[src/rtl/ipc_pkg.sv]
`default_nettype none

package ipc_pkg;

  localparam int unsigned WORD_W        = 32;
  localparam int unsigned BIT_W         = 5;
  localparam int unsigned KIND_W        = 3;
  localparam int unsigned WSEL_W        = 3;
  localparam int unsigned LINE_W        = 8;
  localparam int unsigned DEF_NUM_WORDS = 8;

  typedef enum logic [KIND_W-1:0] {
    KIND_SET_EN  = 3'd0,
    KIND_CLR_EN  = 3'd1,
    KIND_SET_PD  = 3'd2,
    KIND_CLR_PD  = 3'd3,
    KIND_REQUEST = 3'd4,
    KIND_TAKE    = 3'd5
  } kind_e;

  typedef enum logic [1:0] {
    UOP_SET,
    UOP_CLR,
    UOP_TAKE
  } unit_op_e;

  // result of one pass through the shared bit unit
  typedef struct packed {
    logic [WORD_W-1:0] word;
    logic              test;
    logic              hit;
    logic [BIT_W-1:0]  idx;
  } unit_res_t;

endpackage

`default_nettype wire

[src/rtl/ipc_if.sv]
`default_nettype none

interface ipc_in_if import ipc_pkg::*; ();
  logic              valid;
  logic              ready;
  logic [KIND_W-1:0] kind;
  logic [WSEL_W-1:0] word_select;
  logic [WORD_W-1:0] write_mask;
  logic [LINE_W-1:0] line_number;

  modport source (output valid, kind, word_select, write_mask, line_number, input ready);
  modport sink   (input valid, kind, word_select, write_mask, line_number, output ready);
endinterface

interface ipc_out_if import ipc_pkg::*; ();
  logic              valid;
  logic              ready;
  logic              line_enabled;
  logic              found;
  logic [LINE_W-1:0] taken_line;

  modport source (output valid, line_enabled, found, taken_line, input ready);
  modport sink   (input valid, line_enabled, found, taken_line, output ready);
endinterface

`default_nettype wire

[src/rtl/ipc_word_store.sv]
`default_nettype none

module ipc_word_store import ipc_pkg::*; #(
  parameter int unsigned NUM_WORDS = DEF_NUM_WORDS,
  localparam int unsigned AW = (NUM_WORDS > 1) ? $clog2(NUM_WORDS) : 1
) (
  input  wire logic              clk_i,
  input  wire logic              rst_ni,
  input  wire logic              rd_en_i,
  input  wire logic [AW-1:0]     rd_addr_i,
  output logic      [WORD_W-1:0] rd_data_o,
  input  wire logic              wr_en_i,
  input  wire logic [AW-1:0]     wr_addr_i,
  input  wire logic [WORD_W-1:0] wr_data_i
);

  logic [WORD_W-1:0]    mem_q [NUM_WORDS];
  logic [NUM_WORDS-1:0] vld_q;
  logic [WORD_W-1:0]    rd_data_q;

  always_ff @(posedge clk_i) begin
    if (wr_en_i) begin
      mem_q[wr_addr_i] <= wr_data_i;
    end
  end

  // a word never written since reset reads as zero
  always_ff @(posedge clk_i or negedge rst_ni) begin
    if (!rst_ni) begin
      vld_q <= '0;
    end else if (wr_en_i) begin
      vld_q[wr_addr_i] <= 1'b1;
    end
  end

  always_ff @(posedge clk_i) begin
    if (rd_en_i) begin
      rd_data_q <= vld_q[rd_addr_i] ? mem_q[rd_addr_i] : '0;
    end
  end

  assign rd_data_o = rd_data_q;

endmodule

`default_nettype wire

[src/rtl/ipc_bit_unit.sv]
`default_nettype none

module ipc_bit_unit import ipc_pkg::*; (
  input  wire unit_op_e          op_i,
  input  wire logic [WORD_W-1:0] a_i,
  input  wire logic [WORD_W-1:0] b_i,
  input  wire logic [WORD_W-1:0] m_i,
  output unit_res_t              res_o
);

  logic [WORD_W-1:0] hit;
  logic [WORD_W-1:0] low;
  logic [BIT_W-1:0]  idx;

  assign hit = a_i & b_i;
  // isolate the lowest set bit
  assign low = hit & (~hit + WORD_W'(1));

  always_comb begin
    idx = '0;
    for (int i = 0; i < WORD_W; i++) begin
      idx = idx | (low[i] ? BIT_W'(i) : '0);
    end
  end

  always_comb begin
    res_o      = '0;
    res_o.test = |(b_i & m_i);
    res_o.hit  = |hit;
    res_o.idx  = idx;
    case (op_i)
      UOP_SET:  res_o.word = a_i | m_i;
      UOP_CLR:  res_o.word = a_i & ~m_i;
      UOP_TAKE: res_o.word = a_i & ~low;
      default:  res_o.word = a_i;
    endcase
  end

endmodule

`default_nettype wire

[src/rtl/interrupt_enable_pending_controller.sv]
// Interrupt enable/pending controller.
// Holds one enable bit and one pending bit per interrupt line, NUM_WORDS words
// of 32 lines each, in two word stores with registered reads.
// in_i carries one transaction per operation: set/clear enable or pending
// bits of one word under a mask, a line request, or a take-next. out_o returns
// exactly one result transaction per input transaction.
// A write or request reads its word on acceptance, then modifies it and
// writes it back in S_EXEC and holds its result in S_OUT; a write to a word
// beyond NUM_WORDS, a request for such a line and a no-op kind go straight
// to S_OUT. A take-next scans the words through the shared bit unit one
// word per cycle, stops at the first hit, whose pending bit it clears, or
// after the last word, then holds its result in S_OUT. The block returns
// to idle before it accepts the next transaction.
// One transaction is worked on at a time; in_i.ready is high only in idle.
// A stalled out_o holds its result and keeps in_i.ready low until taken.
// Reset clears all enable and pending bits at once through per-word valid
// flags; the block is ready as soon as reset is released.
`default_nettype none

module interrupt_enable_pending_controller import ipc_pkg::*; #(
  parameter int unsigned NUM_WORDS = DEF_NUM_WORDS
) (
  input  wire logic   clk_i,
  input  wire logic   rst_ni,
  ipc_in_if.sink      in_i,
  ipc_out_if.source   out_o
);

  localparam int unsigned AW = (NUM_WORDS > 1) ? $clog2(NUM_WORDS) : 1;
  localparam logic [AW-1:0] LAST_ADDR = AW'(NUM_WORDS - 1);
  localparam logic [WSEL_W+1:0] NW_CMP = (WSEL_W + 2)'(NUM_WORDS);

  typedef enum logic [1:0] {
    S_IDLE,
    S_EXEC,
    S_SCAN,
    S_OUT
  } state_e;

  state_e            state_q, state_d;
  logic [KIND_W-1:0] kind_q, kind_d;
  logic [WORD_W-1:0] mask_q, mask_d;
  logic [BIT_W-1:0]  bit_q, bit_d;
  logic [AW-1:0]     addr_q, addr_d;
  logic              enabled_q, enabled_d;
  logic              found_q, found_d;
  logic [LINE_W-1:0] taken_q, taken_d;

  logic              rd_en;
  logic [AW-1:0]     rd_addr;
  logic              wr_en_en;
  logic              wr_en_pd;
  logic [WORD_W-1:0] en_word;
  logic [WORD_W-1:0] pd_word;

  unit_op_e          u_op;
  logic [WORD_W-1:0] u_a;
  logic [WORD_W-1:0] u_b;
  logic [WORD_W-1:0] u_m;
  unit_res_t         u_res;

  logic accept;
  assign accept = in_i.valid && in_i.ready;

  ipc_word_store #(.NUM_WORDS(NUM_WORDS)) u_en_store (
    .clk_i     (clk_i),
    .rst_ni    (rst_ni),
    .rd_en_i   (rd_en),
    .rd_addr_i (rd_addr),
    .rd_data_o (en_word),
    .wr_en_i   (wr_en_en),
    .wr_addr_i (addr_q),
    .wr_data_i (u_res.word)
  );

  ipc_word_store #(.NUM_WORDS(NUM_WORDS)) u_pd_store (
    .clk_i     (clk_i),
    .rst_ni    (rst_ni),
    .rd_en_i   (rd_en),
    .rd_addr_i (rd_addr),
    .rd_data_o (pd_word),
    .wr_en_i   (wr_en_pd),
    .wr_addr_i (addr_q),
    .wr_data_i (u_res.word)
  );

  ipc_bit_unit u_unit (
    .op_i  (u_op),
    .a_i   (u_a),
    .b_i   (u_b),
    .m_i   (u_m),
    .res_o (u_res)
  );

  always_comb begin
    state_d   = state_q;
    kind_d    = kind_q;
    mask_d    = mask_q;
    bit_d     = bit_q;
    addr_d    = addr_q;
    enabled_d = enabled_q;
    found_d   = found_q;
    taken_d   = taken_q;
    rd_en     = 1'b0;
    rd_addr   = addr_q;
    wr_en_en  = 1'b0;
    wr_en_pd  = 1'b0;
    u_op      = UOP_SET;
    u_a       = pd_word;
    u_b       = en_word;
    u_m       = mask_q;

    case (state_q)
      S_IDLE: begin
        if (accept) begin
          kind_d    = in_i.kind;
          mask_d    = in_i.write_mask;
          bit_d     = in_i.line_number[BIT_W-1:0];
          enabled_d = 1'b0;
          found_d   = 1'b0;
          taken_d   = '0;
          state_d   = S_OUT;
          case (in_i.kind)
            KIND_SET_EN, KIND_CLR_EN, KIND_SET_PD, KIND_CLR_PD: begin
              if ({2'b00, in_i.word_select} < NW_CMP) begin
                addr_d  = AW'(in_i.word_select);
                rd_addr = addr_d;
                rd_en   = 1'b1;
                state_d = S_EXEC;
              end
            end
            KIND_REQUEST: begin
              if ({2'b00, in_i.line_number[LINE_W-1:BIT_W]} < NW_CMP) begin
                addr_d  = AW'(in_i.line_number[LINE_W-1:BIT_W]);
                rd_addr = addr_d;
                rd_en   = 1'b1;
                state_d = S_EXEC;
              end
            end
            KIND_TAKE: begin
              addr_d  = '0;
              rd_addr = '0;
              rd_en   = 1'b1;
              state_d = S_SCAN;
            end
            default: begin
              state_d = S_OUT;
            end
          endcase
        end
      end

      S_EXEC: begin
        state_d = S_OUT;
        case (kind_q)
          KIND_SET_EN: begin
            u_op     = UOP_SET;
            u_a      = en_word;
            wr_en_en = 1'b1;
          end
          KIND_CLR_EN: begin
            u_op     = UOP_CLR;
            u_a      = en_word;
            wr_en_en = 1'b1;
          end
          KIND_SET_PD: begin
            u_op     = UOP_SET;
            wr_en_pd = 1'b1;
          end
          KIND_CLR_PD: begin
            u_op     = UOP_CLR;
            wr_en_pd = 1'b1;
          end
          KIND_REQUEST: begin
            u_op      = UOP_SET;
            u_m       = WORD_W'(1) << bit_q;
            wr_en_pd  = 1'b1;
            enabled_d = u_res.test;
          end
          default: begin
            u_op = UOP_SET;
          end
        endcase
      end

      S_SCAN: begin
        // examine word addr_q; on a miss before the last word, prefetch the next one
        u_op = UOP_TAKE;
        if (u_res.hit) begin
          wr_en_pd = 1'b1;
          found_d  = 1'b1;
          taken_d  = LINE_W'({addr_q, u_res.idx});
          state_d  = S_OUT;
        end else if (addr_q == LAST_ADDR) begin
          state_d = S_OUT;
        end else begin
          addr_d  = addr_q + AW'(1);
          rd_addr = addr_d;
          rd_en   = 1'b1;
        end
      end

      S_OUT: begin
        if (out_o.ready) begin
          state_d = S_IDLE;
        end
      end

      default: begin
        state_d = S_IDLE;
      end
    endcase
  end

  always_ff @(posedge clk_i or negedge rst_ni) begin
    if (!rst_ni) begin
      state_q   <= S_IDLE;
      kind_q    <= '0;
      mask_q    <= '0;
      bit_q     <= '0;
      addr_q    <= '0;
      enabled_q <= 1'b0;
      found_q   <= 1'b0;
      taken_q   <= '0;
    end else begin
      state_q   <= state_d;
      kind_q    <= kind_d;
      mask_q    <= mask_d;
      bit_q     <= bit_d;
      addr_q    <= addr_d;
      enabled_q <= enabled_d;
      found_q   <= found_d;
      taken_q   <= taken_d;
    end
  end

  assign in_i.ready         = (state_q == S_IDLE);
  assign out_o.valid        = (state_q == S_OUT);
  assign out_o.line_enabled = enabled_q;
  assign out_o.found        = found_q;
  assign out_o.taken_line   = taken_q;

  a_one_at_a_time: assert property (@(posedge clk_i) disable iff (!rst_ni)
    accept |=> !in_i.ready)
    else $error("input accepted while a transaction is in flight");

  a_result_kinds_exclusive: assert property (@(posedge clk_i) disable iff (!rst_ni)
    out_o.valid |-> !(out_o.found && out_o.line_enabled))
    else $error("result flags both request and take");

  a_write_one_store: assert property (@(posedge clk_i) disable iff (!rst_ni)
    !(wr_en_en && wr_en_pd))
    else $error("both word stores written in one cycle");

  a_scan_in_range: assert property (@(posedge clk_i) disable iff (!rst_ni)
    (state_q == S_SCAN) |-> (addr_q <= LAST_ADDR))
    else $error("scan address beyond last word");

  a_take_clears_hit: assert property (@(posedge clk_i) disable iff (!rst_ni)
    (state_q == S_SCAN && wr_en_pd) |->
      (u_res.hit && u_res.word != pd_word))
    else $error("take wrote back without clearing a pending bit");

endmodule

`default_nettype wire

[src/flat_wrapper.sv]
// flat-port wrapper written by rule: the top's interface ports become plain ports
module interrupt_enable_pending_controller_flat import ipc_pkg::*;
#(
  parameter int unsigned NUM_WORDS = DEF_NUM_WORDS
)
  (clk_i, rst_ni, in_i_valid, in_i_kind, in_i_word_select, in_i_write_mask, in_i_line_number, in_i_ready, out_o_valid, out_o_line_enabled, out_o_found, out_o_taken_line, out_o_ready);
  ipc_in_if in_i_i ();
  ipc_out_if out_o_i ();
  input  wire logic clk_i;
  input  wire logic rst_ni;
  input wire logic [$bits(in_i_i.valid)-1:0] in_i_valid;
  input wire logic [$bits(in_i_i.kind)-1:0] in_i_kind;
  input wire logic [$bits(in_i_i.word_select)-1:0] in_i_word_select;
  input wire logic [$bits(in_i_i.write_mask)-1:0] in_i_write_mask;
  input wire logic [$bits(in_i_i.line_number)-1:0] in_i_line_number;
  output wire logic [$bits(in_i_i.ready)-1:0] in_i_ready;
  output wire logic [$bits(out_o_i.valid)-1:0] out_o_valid;
  output wire logic [$bits(out_o_i.line_enabled)-1:0] out_o_line_enabled;
  output wire logic [$bits(out_o_i.found)-1:0] out_o_found;
  output wire logic [$bits(out_o_i.taken_line)-1:0] out_o_taken_line;
  input wire logic [$bits(out_o_i.ready)-1:0] out_o_ready;
  assign in_i_i.valid = in_i_valid;
  assign in_i_i.kind = in_i_kind;
  assign in_i_i.word_select = in_i_word_select;
  assign in_i_i.write_mask = in_i_write_mask;
  assign in_i_i.line_number = in_i_line_number;
  assign in_i_ready = in_i_i.ready;
  assign out_o_valid = out_o_i.valid;
  assign out_o_line_enabled = out_o_i.line_enabled;
  assign out_o_found = out_o_i.found;
  assign out_o_taken_line = out_o_i.taken_line;
  assign out_o_i.ready = out_o_ready;
  interrupt_enable_pending_controller #(.NUM_WORDS(NUM_WORDS)) u_core (.clk_i(clk_i), .rst_ni(rst_ni), .in_i(in_i_i), .out_o(out_o_i));
endmodule
[config.mk]
export PLATFORM = sky130hd
export DESIGN_NAME = interrupt_enable_pending_controller_flat
export DESIGN_NICKNAME = d
export VERILOG_FILES = /design/src/rtl/ipc_pkg.sv /design/src/rtl/ipc_if.sv /design/src/rtl/ipc_word_store.sv /design/src/rtl/ipc_bit_unit.sv /design/src/rtl/interrupt_enable_pending_controller.sv /design/src/flat_wrapper.sv
export SDC_FILE = /design/constraint.sdc
export NUM_CORES = 1
export LEC_CHECK = 0
export BUFFER_PORTS_ARGS = -buffer_cell sky130_fd_sc_hd__buf_4
export CAP_MARGIN = 20
export CORE_MARGIN = 2
export CORE_UTILIZATION = 65
export DETAILED_ROUTE_END_ITERATION = 10
export HOLD_SLACK_MARGIN = 0.12
export PLACE_DENSITY = 0.82
export SLEW_MARGIN = 0
export SYNTH_ARGS = -nofsm -noshare
export SYNTH_HDL_FRONTEND = slang
export SYNTH_SLANG_ARGS = --single-unit
[constraint.sdc]
create_clock -name clk_i -period 9.3 [get_ports clk_i]
set_input_delay 0.93 -clock clk_i [delete_from_list [all_inputs] [get_ports clk_i]]
set_output_delay 0.93 -clock clk_i [all_outputs]
set_load 0.01 [all_outputs]
==> results.cfg <==
[grt]
grt_usage_pct = 33.4
antenna_found_initial = 0
grt_pass1_vias = 17233
grt_pass1_wl_um = 108000
grt_remaining_overflow = 0
grt_max_degree = 168

[cts]
hold_buffers = 0
clk_pin_slew_worst_paths_ns = 0.06
clock_latency_ns = 0.63
clk_path_buf_depth = 3
postCtsSetupRepairBufs = 0
numCtsBuffers = 61
cts_tree = done
cts_resized = 0
clock-sinks = 647
cts_root_buffer = clkbuf_16
h-tree-depth = 2

[routing]
wl_per_cell_um = 29.1
ant_nets = 0
drt-total-wl_um = 73900
route.detailed.drc = 0
vias = 17619
viasPerCell = 6.94
drtIter0Drc = 2381
drtPass1Iterations = 6

[place]
dp.cells = 2419
numPortBuffers = 61
dp_hpwl_um = 42600
place_congestion = 0.938

[logic_synthesis]
synth_fp_nets = 1926
synthTopCellsByArea = edfxtp_1, mux2_2, dfrtp_1
yosys_warnings = 0
synth_area_per_cell_um2 = 14.9
syn_inst = 1868
ys.flop_type = edfxtp_1
async_flop_share_pct = 11.0
yosysTopAreaCell = edfxtp_1
yosysUniqueCellTypes = 70
syn_area_um2 = 27900
synth_top_cell_area_share_pct = 62.0
synth_edf_count = 576
seq_area_frac_synth_pct = 68.3
synth-seq-cells = 647

[layout]
layout_common_cells = edfxtp_1, mux2_2, nor2_1
area_growth_pct = 11.1
fin_cells = 2539
nNetsFinal = 2010
n_antenna_cell = 0
layout_commonest_cell = edfxtp_1
fillers = 2592
final_layout_size_suffix_gt1_share_pct = 23.7

[die]
die_h_um = 211
initial_core_util_pct = 66.3
die-area_um2 = 44600
rows = 75
die_x_um = 211
io_pins = 62
core_area_um2 = 42100

[sta]
setup_viol = 0
fin_crit_ns = 5.93
post-route-period-util_pct = 63.8
rsz0062_at_grt = no
maxSlewHeadroom_pct = 24.8
fmax_ghz = 0.169
worst_slew_pin_slew_ns = 1.13
tns_ns = 0
drv_slew = 0
hold_viol = 0
fin_skew_ns = 0.0224

[worst_setup_path]
worstPathMaxFanout = 167
cp-startpoint = u_core.state_q[1]
required_ns = 9.68
critPathKind = flop to flop
cp-end-kind = flop
worstReg2RegStart = u_core.state_q[1]
crit_arrival_ns = 6.31
r2r_slack_ns = 3.37
start_kind = flop

[hold_path]
min-delay-path-class = primary input to async pin

[pwr]
leakage_nw = 10.9
peakVddDrop_mv = 0.300
powerDensity_nw_per_um2 = 379

[run_status]
status = complete, no violations

[run]
maxCapViolCount = 0
[through the flow]
step	setup slack (ns)	util (%)	total power, mW	hold slack (ns)	area (um^2)
global route	3.11	73.6	12.2	0.500	31000
floorplan	4.43	-	7.83	0.427	27900
finish	3.37	73.6	11.8	0.438	31000
detailed placement	3.70	69.0	9.30	0.465	29100
CTS	3.54	73.5	11.7	0.448	31000
global placement	3.89	69.0	9.10	0.452	29100
[kinds of logic (layout without fill, tap and decap cells)]
group / count (synthesis) / after routing / synth area share, %
AO/OA/AOI/OAI: 377 / 377 / 10.1
adder cells (fa/ha/maj): 8 / 8 / 0.359
buffers and inverters: 149 / 281 / 2.58
flip-flops: 647 / 647 / 68.3
multiplexers: 312 / 312 / 12.2
AND/OR/NAND/NOR: 375 / 375 / 6.41
[cells in the mapped netlist (all sizes together), types with 3 or more instances]
cell / count
nor4: 17
nand3: 12
nor4b: 4
nor2b: 16
o31ai: 4
ha: 8
edfxtp: 576
nand2: 90
or2: 14
a21oi: 53
inv: 35
o22ai: 70
and4: 3
and2: 4
o32ai: 14
nor3b: 6
o211ai: 4
o2111ai: 9
nor3: 32
nand4: 14
a31oi: 20
o21a: 5
clkbuf: 54
mux2i: 81
mux2: 231
dfrtp: 71
a2111oi: 65
nor2: 149
a41oi: 4
buf: 59
nand2b: 6
a221oi: 3
a22oi: 25
o21ai: 73
a22o: 14
[final cells by class]
class                      instances  area, um^2  share of cell area (%)
sequential                       647       19100                    61.5
multi-input combinational       1072        8250                    26.6
clock buffer                      72        1590                    5.12
timing repair buffer             134        1010                    3.27
tap                              539         674                    2.17
clock inverter                    39         290                   0.936
inverter                          36         135                   0.436
[layer usage]
layer	vias to the layer above	wire [um]	track usage (%)
li1	7507	-	-
met1	8825	29000	46.1
met2	1099	34600	52.7
met3	188	7560	6.04
met4	0	2810	14.4
met5	-	0	0
[sequential cells by signal, summed over array words and instances, names as in the netlist]
| register | cells |
|---|---|
| u_core.u_pd_store.rd_data_o | 32 |
| u_core.addr_q | 3 |
| u_core.bit_q | 5 |
| u_core.state_q | 2 |
| u_core.u_en_store.rd_data_o | 32 |
| u_core.u_pd_store.mem_q | 256 |
| u_core.u_pd_store.vld_q | 8 |
| u_core.u_en_store.mem_q | 256 |
| u_core.u_en_store.vld_q | 8 |
| u_core.kind_q | 3 |
| u_core.out_o.line_enabled | 1 |
| u_core.out_o.taken_line | 8 |
| u_core.out_o.found | 1 |
| u_core.mask_q | 32 |
[worst max-delay path: stages (launching register included)]
cell and delay (ns):
dfrtp_1 0.39, inv_1 0.11, ha_1 0.26, nor3b_4 0.17
buf_4 0.33, o21ai_1 0.39, nand4_1 0.63, nor4_4 0.39
buf_4 0.27, a31oi_4 0.15, nor3_4 0.39, buf_4 0.32
buf_12 0.65, mux2_2 0.31, o22ai_1 0.11, a2111oi_1 0.48
[path summary, 6_finish.rpt]
path | to | depth (start not counted)
setup reg to reg | u_core.u_pd_store.rd_data_o[23] | 15
setup / recovery | u_core.u_pd_store.rd_data_o[23] | 15
hold reg to reg | u_core.u_pd_store.vld_q[6] | 1
hold / removal | u_core.state_q[0] | 1
min in group clk_i | u_core.u_pd_store.vld_q[6] | 1
max in group asynchronous | u_core.mask_q[16] | 1
[power breakdown]
part	internal (mW)	switching, mW	leakage, nW
Clock	1.30	1.05	0.929
Sequential	4.39	0.263	6.05
Combinational	1.69	3.06	3.87
Total	7.38	4.38	10.9
Note: power is estimated with default switching activity, not from simulation.
